==> src/hw/rtl/bpe_pkg.sv <==
// bpe_pkg: shared types and constants for the bezier point evaluator
// used by the channel interfaces, the controller and the datapath
`timescale 1ns / 1ps

package bpe_pkg;

    localparam int KIND_W    = 1;
    localparam int IDX_IN_W  = 5;
    localparam int PIX_W     = 10;
    localparam int FRAC_W    = 8;
    localparam int COORD_W   = PIX_W + FRAC_W;
    localparam int T_W       = 17;
    localparam int CFG_CNT_W = 6;

    localparam logic [KIND_W-1:0] KIND_WRITE = 1'b0;
    localparam logic [KIND_W-1:0] KIND_EVAL  = 1'b1;

    // 1.0 in unsigned q1.16
    localparam logic [T_W-1:0] T_ONE = 17'h10000;

    typedef enum logic [1:0] {
        ST_IDLE,
        ST_LEVEL,
        ST_DRAIN,
        ST_FINISH
    } bpe_state_t;

    typedef struct packed {
        logic ctrl_wr;
        logic load_t;
        logic rd_en;
        logic rd_first;
        logic rd_ctrl;
        logic capture;
    } bpe_cmd_t;

    typedef struct packed {
        logic pipe_busy;
        logic out_busy;
    } bpe_stat_t;

endpackage

==> src/hw/rtl/bpe_in_if.sv <==
// bpe_in_if: request channel, one beat is a point write or an evaluate
// depends on bpe_pkg for field widths
`timescale 1ns / 1ps

interface bpe_in_if;
    logic                          valid;
    logic                          ready;
    logic [bpe_pkg::KIND_W-1:0]    kind;
    logic [bpe_pkg::IDX_IN_W-1:0]  point_index;
    logic [bpe_pkg::PIX_W-1:0]     point_x;
    logic [bpe_pkg::PIX_W-1:0]     point_y;
    logic [bpe_pkg::T_W-1:0]       curve_t;

    modport source (output valid, kind, point_index, point_x, point_y, curve_t, input ready);
    modport sink (input valid, kind, point_index, point_x, point_y, curve_t, output ready);
endinterface

==> src/hw/rtl/bpe_out_if.sv <==
// bpe_out_if: result channel, one beat is one curve point
// depends on bpe_pkg for field widths
`timescale 1ns / 1ps

interface bpe_out_if;
    logic                          valid;
    logic                          ready;
    logic [bpe_pkg::COORD_W-1:0]   curve_x;
    logic [bpe_pkg::COORD_W-1:0]   curve_y;

    modport source (output valid, curve_x, curve_y, input ready);
    modport sink (input valid, curve_x, curve_y, output ready);
endinterface

==> src/hw/rtl/bpe_datapath.sv <==
// bpe_datapath: control point table, work point memory, shared lerp pipe and result register
// depends on bpe_pkg; driven by bpe_controller through bpe_cmd_t
`timescale 1ns / 1ps

module bpe_datapath #(
    parameter int MAX_POINTS = 32,
    parameter int IDX_W      = 5
) (
    input  logic                              clk,
    input  logic                              rst_n,
    input  bpe_pkg::bpe_cmd_t                 cmd,
    input  logic [IDX_W-1:0]                  rd_addr,
    output bpe_pkg::bpe_stat_t                stat,
    input  logic [bpe_pkg::IDX_IN_W-1:0]      point_index,
    input  logic [bpe_pkg::PIX_W-1:0]         point_x,
    input  logic [bpe_pkg::PIX_W-1:0]         point_y,
    input  logic [bpe_pkg::T_W-1:0]           curve_t,
    output logic                              res_valid,
    input  logic                              res_ready,
    output logic [bpe_pkg::COORD_W-1:0]       curve_x,
    output logic [bpe_pkg::COORD_W-1:0]       curve_y
);

    localparam int CW = bpe_pkg::COORD_W;
    localparam int PW = bpe_pkg::PIX_W;

    logic [2*PW-1:0] ctrl_mem [0:MAX_POINTS-1];
    logic [2*CW-1:0] work_mem [0:MAX_POINTS-1];

    logic [2*PW-1:0]           ctrl_rdata_reg;
    logic [2*CW-1:0]           work_rdata_reg;
    logic [bpe_pkg::T_W-1:0]   t_reg;

    logic                      v1_reg;
    logic                      first1_reg;
    logic                      cap1_reg;
    logic                      src1_reg;
    logic [IDX_W-1:0]          addr1_reg;

    logic                      v2_reg;
    logic [IDX_W-1:0]          addr2_reg;
    logic [CW-1:0]             a_x_reg;
    logic [CW-1:0]             a_y_reg;
    logic [CW-1:0]             ahold_x_reg;
    logic [CW-1:0]             ahold_y_reg;
    logic [34:0]               prod_x_reg;
    logic [34:0]               prod_y_reg;

    logic                      out_valid_reg;
    logic [CW-1:0]             out_x_reg;
    logic [CW-1:0]             out_y_reg;

    logic [CW-1:0]             b_x;
    logic [CW-1:0]             b_y;
    logic signed [18:0]        d_x;
    logic signed [18:0]        d_y;
    logic signed [17:0]        t_s;
    logic signed [36:0]        px_full;
    logic signed [36:0]        py_full;
    logic [19:0]               sum_x;
    logic [19:0]               sum_y;

    // control points are whole pixels, widen to 1/256 pixel on the way out
    always_comb
    begin
        if (src1_reg)
        begin
            b_x = {ctrl_rdata_reg[2*PW-1:PW], {bpe_pkg::FRAC_W{1'b0}}};
            b_y = {ctrl_rdata_reg[PW-1:0], {bpe_pkg::FRAC_W{1'b0}}};
        end
        else
        begin
            b_x = work_rdata_reg[2*CW-1:CW];
            b_y = work_rdata_reg[CW-1:0];
        end
    end

    // a*(1-t)+b*t == a*2^16 + (b-a)*t, so one signed multiply per coordinate
    assign d_x     = $signed({1'b0, b_x}) - $signed({1'b0, a_x_reg});
    assign d_y     = $signed({1'b0, b_y}) - $signed({1'b0, a_y_reg});
    assign t_s     = $signed({1'b0, t_reg});
    assign px_full = d_x * t_s;
    assign py_full = d_y * t_s;

    // floor of product / 2^16 is the arithmetic shift, sign extended into the add
    assign sum_x = {2'b00, ahold_x_reg} + {prod_x_reg[34], prod_x_reg[34:16]};
    assign sum_y = {2'b00, ahold_y_reg} + {prod_y_reg[34], prod_y_reg[34:16]};

    always_ff @(posedge clk)
    begin
        if (cmd.ctrl_wr && (int'(point_index) < MAX_POINTS))
        begin
            ctrl_mem[IDX_W'(point_index)] <= {point_x, point_y};
        end
        if (cmd.rd_en)
        begin
            ctrl_rdata_reg <= ctrl_mem[rd_addr];
        end
    end

    always_ff @(posedge clk)
    begin
        if (v2_reg)
        begin
            work_mem[addr2_reg] <= {sum_x[CW-1:0], sum_y[CW-1:0]};
        end
        if (cmd.rd_en)
        begin
            work_rdata_reg <= work_mem[rd_addr];
        end
    end

    always_ff @(posedge clk)
    begin
        if (cmd.load_t)
        begin
            t_reg <= (curve_t > bpe_pkg::T_ONE) ? bpe_pkg::T_ONE : curve_t;
        end
        first1_reg <= cmd.rd_first;
        src1_reg   <= cmd.rd_ctrl;
        addr1_reg  <= rd_addr;
        if (v1_reg && !cap1_reg)
        begin
            a_x_reg <= b_x;
            a_y_reg <= b_y;
            if (!first1_reg)
            begin
                prod_x_reg  <= px_full[34:0];
                prod_y_reg  <= py_full[34:0];
                ahold_x_reg <= a_x_reg;
                ahold_y_reg <= a_y_reg;
                addr2_reg   <= addr1_reg - 1'b1;
            end
        end
        if (v1_reg && cap1_reg)
        begin
            out_x_reg <= b_x;
            out_y_reg <= b_y;
        end
    end

    always_ff @(posedge clk or negedge rst_n)
    begin
        if (!rst_n)
        begin
            v1_reg        <= 1'b0;
            cap1_reg      <= 1'b0;
            v2_reg        <= 1'b0;
            out_valid_reg <= 1'b0;
        end
        else
        begin
            v1_reg   <= cmd.rd_en;
            cap1_reg <= cmd.capture;
            v2_reg   <= v1_reg && !first1_reg && !cap1_reg;
            if (v1_reg && cap1_reg)
            begin
                out_valid_reg <= 1'b1;
            end
            else if (res_ready)
            begin
                out_valid_reg <= 1'b0;
            end
        end
    end

    assign stat.pipe_busy = v1_reg | v2_reg;
    assign stat.out_busy  = out_valid_reg;

    assign res_valid = out_valid_reg;
    assign curve_x   = out_x_reg;
    assign curve_y   = out_y_reg;

endmodule

==> src/hw/rtl/bpe_controller.sv <==
// bpe_controller: point count register and the sequencer over de casteljau levels
// depends on bpe_pkg; commands bpe_datapath through bpe_cmd_t
`timescale 1ns / 1ps

module bpe_controller #(
    parameter int MAX_POINTS = 32,
    parameter int IDX_W      = 5,
    parameter int CNT_W      = 6
) (
    input  logic                              clk,
    input  logic                              rst_n,
    input  logic                              cfg_wr_en,
    input  logic [bpe_pkg::CFG_CNT_W-1:0]     cfg_wr_data,
    input  logic                              req_valid,
    input  logic [bpe_pkg::KIND_W-1:0]        req_kind,
    output logic                              req_ready,
    input  bpe_pkg::bpe_stat_t                stat,
    output bpe_pkg::bpe_cmd_t                 cmd,
    output logic [IDX_W-1:0]                  rd_addr
);

    bpe_pkg::bpe_state_t              state_reg;
    bpe_pkg::bpe_state_t              state_next;
    logic [bpe_pkg::CFG_CNT_W-1:0]    count_reg;
    logic [CNT_W-1:0]                 level_reg;
    logic [CNT_W-1:0]                 level_next;
    logic [IDX_W-1:0]                 rd_idx_reg;
    logic [IDX_W-1:0]                 rd_idx_next;
    logic                             src_ctrl_reg;
    logic                             src_ctrl_next;

    logic [CNT_W-1:0]                 n_eff;
    logic [CNT_W-1:0]                 lvl_m1;

    always_comb
    begin
        if (count_reg == '0)
        begin
            n_eff = CNT_W'(1);
        end
        else if (int'(count_reg) > MAX_POINTS)
        begin
            n_eff = CNT_W'(MAX_POINTS);
        end
        else
        begin
            n_eff = CNT_W'(count_reg);
        end
    end

    assign lvl_m1 = level_reg - 1'b1;

    always_ff @(posedge clk or negedge rst_n)
    begin
        if (!rst_n)
        begin
            state_reg    <= bpe_pkg::ST_IDLE;
            count_reg    <= bpe_pkg::CFG_CNT_W'(1);
            level_reg    <= '0;
            rd_idx_reg   <= '0;
            src_ctrl_reg <= 1'b0;
        end
        else
        begin
            state_reg    <= state_next;
            level_reg    <= level_next;
            rd_idx_reg   <= rd_idx_next;
            src_ctrl_reg <= src_ctrl_next;
            if (cfg_wr_en)
            begin
                count_reg <= cfg_wr_data;
            end
        end
    end

    always_comb
    begin
        state_next    = state_reg;
        level_next    = level_reg;
        rd_idx_next   = rd_idx_reg;
        src_ctrl_next = src_ctrl_reg;
        cmd           = '0;
        rd_addr       = rd_idx_reg;
        req_ready     = 1'b0;
        unique case (state_reg)
            bpe_pkg::ST_IDLE:
            begin
                req_ready = 1'b1;
                if (req_valid)
                begin
                    if (req_kind == bpe_pkg::KIND_WRITE)
                    begin
                        cmd.ctrl_wr = 1'b1;
                    end
                    else
                    begin
                        cmd.load_t    = 1'b1;
                        level_next    = n_eff;
                        rd_idx_next   = '0;
                        src_ctrl_next = 1'b1;
                        // a single point skips straight to the result read
                        state_next = (n_eff == CNT_W'(1)) ? bpe_pkg::ST_FINISH
                                                          : bpe_pkg::ST_LEVEL;
                    end
                end
            end
            bpe_pkg::ST_LEVEL:
            begin
                cmd.rd_en    = 1'b1;
                cmd.rd_first = (rd_idx_reg == '0);
                cmd.rd_ctrl  = src_ctrl_reg;
                if (rd_idx_reg == lvl_m1[IDX_W-1:0])
                begin
                    state_next = bpe_pkg::ST_DRAIN;
                end
                else
                begin
                    rd_idx_next = rd_idx_reg + 1'b1;
                end
            end
            bpe_pkg::ST_DRAIN:
            begin
                // next level reads what this one wrote, so let the lerp pipe empty
                if (!stat.pipe_busy)
                begin
                    level_next    = lvl_m1;
                    src_ctrl_next = 1'b0;
                    rd_idx_next   = '0;
                    state_next    = (lvl_m1 == CNT_W'(1)) ? bpe_pkg::ST_FINISH
                                                          : bpe_pkg::ST_LEVEL;
                end
            end
            bpe_pkg::ST_FINISH:
            begin
                rd_addr = '0;
                if (!stat.out_busy)
                begin
                    cmd.rd_en   = 1'b1;
                    cmd.capture = 1'b1;
                    cmd.rd_ctrl = src_ctrl_reg;
                    state_next  = bpe_pkg::ST_IDLE;
                end
            end
            default:
            begin
                state_next = bpe_pkg::ST_IDLE;
            end
        endcase
    end

endmodule

==> src/hw/rtl/bezier_point_evaluator_core.sv <==
// bezier_point_evaluator_core: a point write is stored in the cycle it is accepted; an evaluate over n points
// runs n-1 levels through the one shared lerp pipe (a single point goes straight to the result read):
// one read of the work memory per cycle, then a drain of the pipe at the end of each level
// one item at a time; the next request is taken while a result beat waits on the output
// rst_n is asynchronous active low: point count returns to 1, sequencer and output idle
// point tables are not cleared and must be written before they are used
`timescale 1ns / 1ps

module bezier_point_evaluator_core #(
    parameter int MAX_POINTS = 32
) (
    input  logic                              clk,
    input  logic                              rst_n,
    input  logic                              cfg_wr_en,
    input  logic [bpe_pkg::CFG_CNT_W-1:0]     cfg_wr_data,
    bpe_in_if.sink                            request,
    bpe_out_if.source                         result
);

    localparam int IDX_W = $clog2(MAX_POINTS);
    localparam int CNT_W = $clog2(MAX_POINTS + 1);

    bpe_pkg::bpe_cmd_t   cmd;
    bpe_pkg::bpe_stat_t  stat;
    logic [IDX_W-1:0]    rd_addr;

    bpe_controller #(
        .MAX_POINTS (MAX_POINTS),
        .IDX_W      (IDX_W),
        .CNT_W      (CNT_W)
    ) u_ctrl (
        .clk         (clk),
        .rst_n       (rst_n),
        .cfg_wr_en   (cfg_wr_en),
        .cfg_wr_data (cfg_wr_data),
        .req_valid   (request.valid),
        .req_kind    (request.kind),
        .req_ready   (request.ready),
        .stat        (stat),
        .cmd         (cmd),
        .rd_addr     (rd_addr)
    );

    bpe_datapath #(
        .MAX_POINTS (MAX_POINTS),
        .IDX_W      (IDX_W)
    ) u_dp (
        .clk         (clk),
        .rst_n       (rst_n),
        .cmd         (cmd),
        .rd_addr     (rd_addr),
        .stat        (stat),
        .point_index (request.point_index),
        .point_x     (request.point_x),
        .point_y     (request.point_y),
        .curve_t     (request.curve_t),
        .res_valid   (result.valid),
        .res_ready   (result.ready),
        .curve_x     (result.curve_x),
        .curve_y     (result.curve_y)
    );

endmodule

==> src/flat_wrapper.sv <==
// flat-port wrapper written by rule: the top's interface ports become plain ports
module bezier_point_evaluator_core_flat 
#(
    parameter int MAX_POINTS = 32
)
  (clk, rst_n, cfg_wr_en, cfg_wr_data, request_valid, request_kind, request_point_index, request_point_x, request_point_y, request_curve_t, request_ready, result_valid, result_curve_x, result_curve_y, result_ready);
  bpe_in_if request_i ();
  bpe_out_if result_i ();
  input  logic clk;
  input  logic rst_n;
  input  logic cfg_wr_en;
  input  logic [bpe_pkg::CFG_CNT_W-1:0] cfg_wr_data;
  input wire logic [$bits(request_i.valid)-1:0] request_valid;
  input wire logic [$bits(request_i.kind)-1:0] request_kind;
  input wire logic [$bits(request_i.point_index)-1:0] request_point_index;
  input wire logic [$bits(request_i.point_x)-1:0] request_point_x;
  input wire logic [$bits(request_i.point_y)-1:0] request_point_y;
  input wire logic [$bits(request_i.curve_t)-1:0] request_curve_t;
  output wire logic [$bits(request_i.ready)-1:0] request_ready;
  output wire logic [$bits(result_i.valid)-1:0] result_valid;
  output wire logic [$bits(result_i.curve_x)-1:0] result_curve_x;
  output wire logic [$bits(result_i.curve_y)-1:0] result_curve_y;
  input wire logic [$bits(result_i.ready)-1:0] result_ready;
  assign request_i.valid = request_valid;
  assign request_i.kind = request_kind;
  assign request_i.point_index = request_point_index;
  assign request_i.point_x = request_point_x;
  assign request_i.point_y = request_point_y;
  assign request_i.curve_t = request_curve_t;
  assign request_ready = request_i.ready;
  assign result_valid = result_i.valid;
  assign result_curve_x = result_i.curve_x;
  assign result_curve_y = result_i.curve_y;
  assign result_i.ready = result_ready;
  bezier_point_evaluator_core #(.MAX_POINTS(MAX_POINTS)) u_core (.clk(clk), .rst_n(rst_n), .cfg_wr_en(cfg_wr_en), .cfg_wr_data(cfg_wr_data), .request(request_i), .result(result_i));
endmodule
==> config.mk <==
export PLATFORM = sky130hd
export DESIGN_NAME = bezier_point_evaluator_core_flat
export DESIGN_NICKNAME = d
export VERILOG_FILES = /design/src/hw/rtl/bpe_pkg.sv /design/src/hw/rtl/bpe_in_if.sv /design/src/hw/rtl/bpe_out_if.sv /design/src/hw/rtl/bpe_datapath.sv /design/src/hw/rtl/bpe_controller.sv /design/src/hw/rtl/bezier_point_evaluator_core.sv /design/src/flat_wrapper.sv
export SDC_FILE = /design/constraint.sdc
export NUM_CORES = 2
export LEC_CHECK = 0
export BUFFER_PORTS_ARGS = -buffer_cell sky130_fd_sc_hd__buf_2
export CAP_MARGIN = 20
export CORE_ASPECT_RATIO = 1.1
export CORE_UTILIZATION = 25
export DETAILED_ROUTE_END_ITERATION = 6
export GPL_TIMING_DRIVEN = 1
export PLACE_DENSITY_LB_ADDON = 0.2
export SLEW_MARGIN = 20
export SYNTH_ARGS = -nofsm -noshare
export SYNTH_HDL_FRONTEND = slang
export SYNTH_SLANG_ARGS = --single-unit
==> constraint.sdc <==
create_clock -name clk -period 10.9 [get_ports clk]
set_input_delay 2.18 -clock clk [delete_from_list [all_inputs] [get_ports clk]]
set_output_delay 2.18 -clock clk [all_outputs]
set_load 0.02 [all_outputs]
==> qor.txt <==
Outcome: finished clean
Arrival time worst endpoint: 10.34 ns
Height of the chip: 676 µm
Final antenna-violating net count: 0
Instance count of the mapped netlist: 8110
Total grt overflow: 0
Instance area after placement: 111000 µm²
XOR/XNOR Fraction of Synth Area: 1.10%
Worst flop-to-flop path startpoint: u_core.u_dp.src1_reg
Count of non-filler cells in the finished layout: 13800
Die boundary width: 615 µm
Core region area: 411000 µm²
Type of the most critical hold path: reg -> reg
Mapped Nets: 9016
Setup tns final: 0 ns
Number of unique standard cell types used by synthesis: 73
Final net count: 9010
Wire length after detailed routing: 323000 µm
Max-Slew Margin vs Limit: 24.7%
Number of remaining DRC errors: 0
CP Data Required Time: 11.59 ns
Maximum clock frequency: 0.104 GHz
CTS buffer count: 231
Max incr delay on CP: 0.74 ns
Combinational family with the most area after synthesis: adder cells
Path depth of the worst reg2reg path: 29
Count of synthesis-stage warnings from yosys: 0
Clk pin slew, worst setup/hold paths: 0.06 ns
Post-synthesis compound-gate area fraction: 7.79%
Area occupied by registers: 61200 µm²
Vias/cell: 4.71
Capturing element type of the critical path: register
Layout cells sized above 1: 8.97%
Fin crit share: 88.5%
Worst Hold Slack: 0.410 ns
RePlAce Congestion: 0.768
H-tree lvl count: 4
Number of inserted filler cells in the final layout: 41800
Via Count: 64900
Final std cell area, no fill: 118000 µm²
Max Root-Sink Buffers: 4
Biggest area consumer among synthesized cells: edfxtp_1
Clock Latency Late Sink: 0.96 ns
Max Transition Viols Final: 0
Crit. Startpoint: u_core.u_dp.src1_reg
Number of antenna violations at the first check in global routing: 30
Top-level port count: 92
Total of buffers placed on input and output ports: 91
HPWL after detailed placement: 190000 µm
Leading register cell type out of synthesis: edfxtp_1
Flip-flop count of the largest register, all copies and words added: 1152
Number of flops mapped to enable cells by yosys: 2014
Total number of clock tree sinks: 2045
Gate family responsible for the most delay along the worst path: adder cells
Post-synthesis sequential area ratio: 59.3%
Register bit count reported by yosys: 2045
Crit path buffers/inverters: 4
Global-route wire length before repair: 472000 µm
Violation count after the first detailed-route iteration: 5064
Final Hold Fails: 0
Adder-cell area share of the yosys netlist: 14.8%
Reported max-cap violation count: 0
Number of iterations in the first detailed-routing pass: 6
Quantity of hold-fixing buffers added after cts: 0
Avg Synthesized Cell Area: 12.7 µm²
Global-route usage over all layers: 15.4%
Most common library cell in the layout ignoring fill and taps: edfxtp_1
Fin Clk Skew: 0.120 ns
Async S/R FF share, synth: 1.17%
Launch point of the worst hold path: u_core.u_dp.a_y_reg[14]
Quantity of gates resized following cts: 0
Crit path depth: 29
Cell Area, Synth: 103000 µm²
CP Max Fanout: 15
Initial core utilization: 25.1%
Top cells by area in the synthesized netlist: edfxtp_1, fa_1, nand2_1, o221ai_1, nand3_1
Synthesis-to-layout area growth: 14.5%
Minimum clock period after layout: 9.65 ns
CP max stage cell: dfxtp_2
CTS tree: built
# setup viols final: 0
Average wire per cell in the routed design: 23.5 µm
Std cell rows: 247
Largest net degree at the start of global routing: 168
Unrepaired setup endpoints after global routing: no
Area used by multi-input combinational logic: 37900 µm²
Classification of the worst setup path: reg -> reg
Basic-gate share of the synthesized area counting and, or, nand and nor cells: 11.9%
Top library cells by usage in the layout, fill and taps aside: edfxtp_1, nand2_1, inv_1
Worst slew pin tran: 1.13 ns
Number of instances on the worst hold path: 0
Setup bufs post-CTS: 0
CP most frequent cell: fa_1
Die Footprint: 416000 µm²
Fraction of synthesized cell area taken by the top area cell type: 58.6%
Clk Tree Root Cell: clkbuf_16
Share of synthesized area spent on multiplexers: 0.325%
Crit path launch type: register
Vias in the first global route: 66900
Cell total after placement: 13300
routing by layer:
layer / wire [µm] / global-route usage (%)
met4: 8110 / 3.76
met1: 139000 / 20.0
met3: 17000 / 2.40
met2: 159000 / 26.6
met5: 40 / 0
per-stage QoR:
step | utilization (%) | worst slack, ns
3_3_place_gp | 27.0 | 1.21
2_1_floorplan | - | 2.19
5_1_grt | 28.7 | 0.560
4_1_cts | 28.7 | 1.13
6_report | 28.7 | 1.25
3_5_place_dp | 27.0 | 1.09
path summary, 6_finish.rpt:
kind	end	slack, ns
min in group asynchronous	u_core.u_ctrl.count_reg[3]	1.29
max in group asynchronous	u_core.u_dp.v2_reg	9.20
hold reg to reg	u_core.u_dp.ahold_y_reg[14]	0.41
setup reg to reg	u_core.u_dp.prod_y_reg[33]	1.25
setup / recovery	u_core.u_dp.prod_y_reg[33]	1.25
hold / removal	u_core.u_dp.ahold_y_reg[14]	0.41
cell usage after synthesis, types with 33 or more instances:
master	instances
o21ai_0	100
xnor2_1	92
a31oi_1	60
and3_1	62
nand2_1	1250
o22ai_1	58
edfxtp_1	2014
nand3_1	644
and2_1	304
o211ai_1	65
a21oi_1	111
a311oi_1	113
ha_1	240
nor2_1	215
clkbuf_1	461
nor3_1	33
nor2b_1	84
o31ai_1	60
o221ai_1	392
inv_1	818
fa_1	612
buf_1	37
cell families (layout without fill, tap and decap cells):
kind of cell	after synthesis	after routing
XOR/XNOR	126	126
AND/OR/NAND/NOR	2675	2675
flip-flops	2045	2045
other	0	14
buffers and inverters	1323	1500
AO/OA/AOI/OAI	1059	1059
multiplexers	30	30
adder cells (fa/ha/maj)	852	852
area by class of cell:
cell class,instances,share of cell area [%]
Timing Repair Buffer,263,1.59
Tap cell,5478,5.80
Sequential cell,2045,51.8
Antenna cell,14,0.0296
Clock inverter,134,0.994
Inverter,821,2.63
Multi-Input combinational cell,4742,32.1
Clock buffer,282,5.12
Power is left out: the tool's default activity adds up to more than one toggle a clock period on the data nets, which glitch-free logic cannot reach.
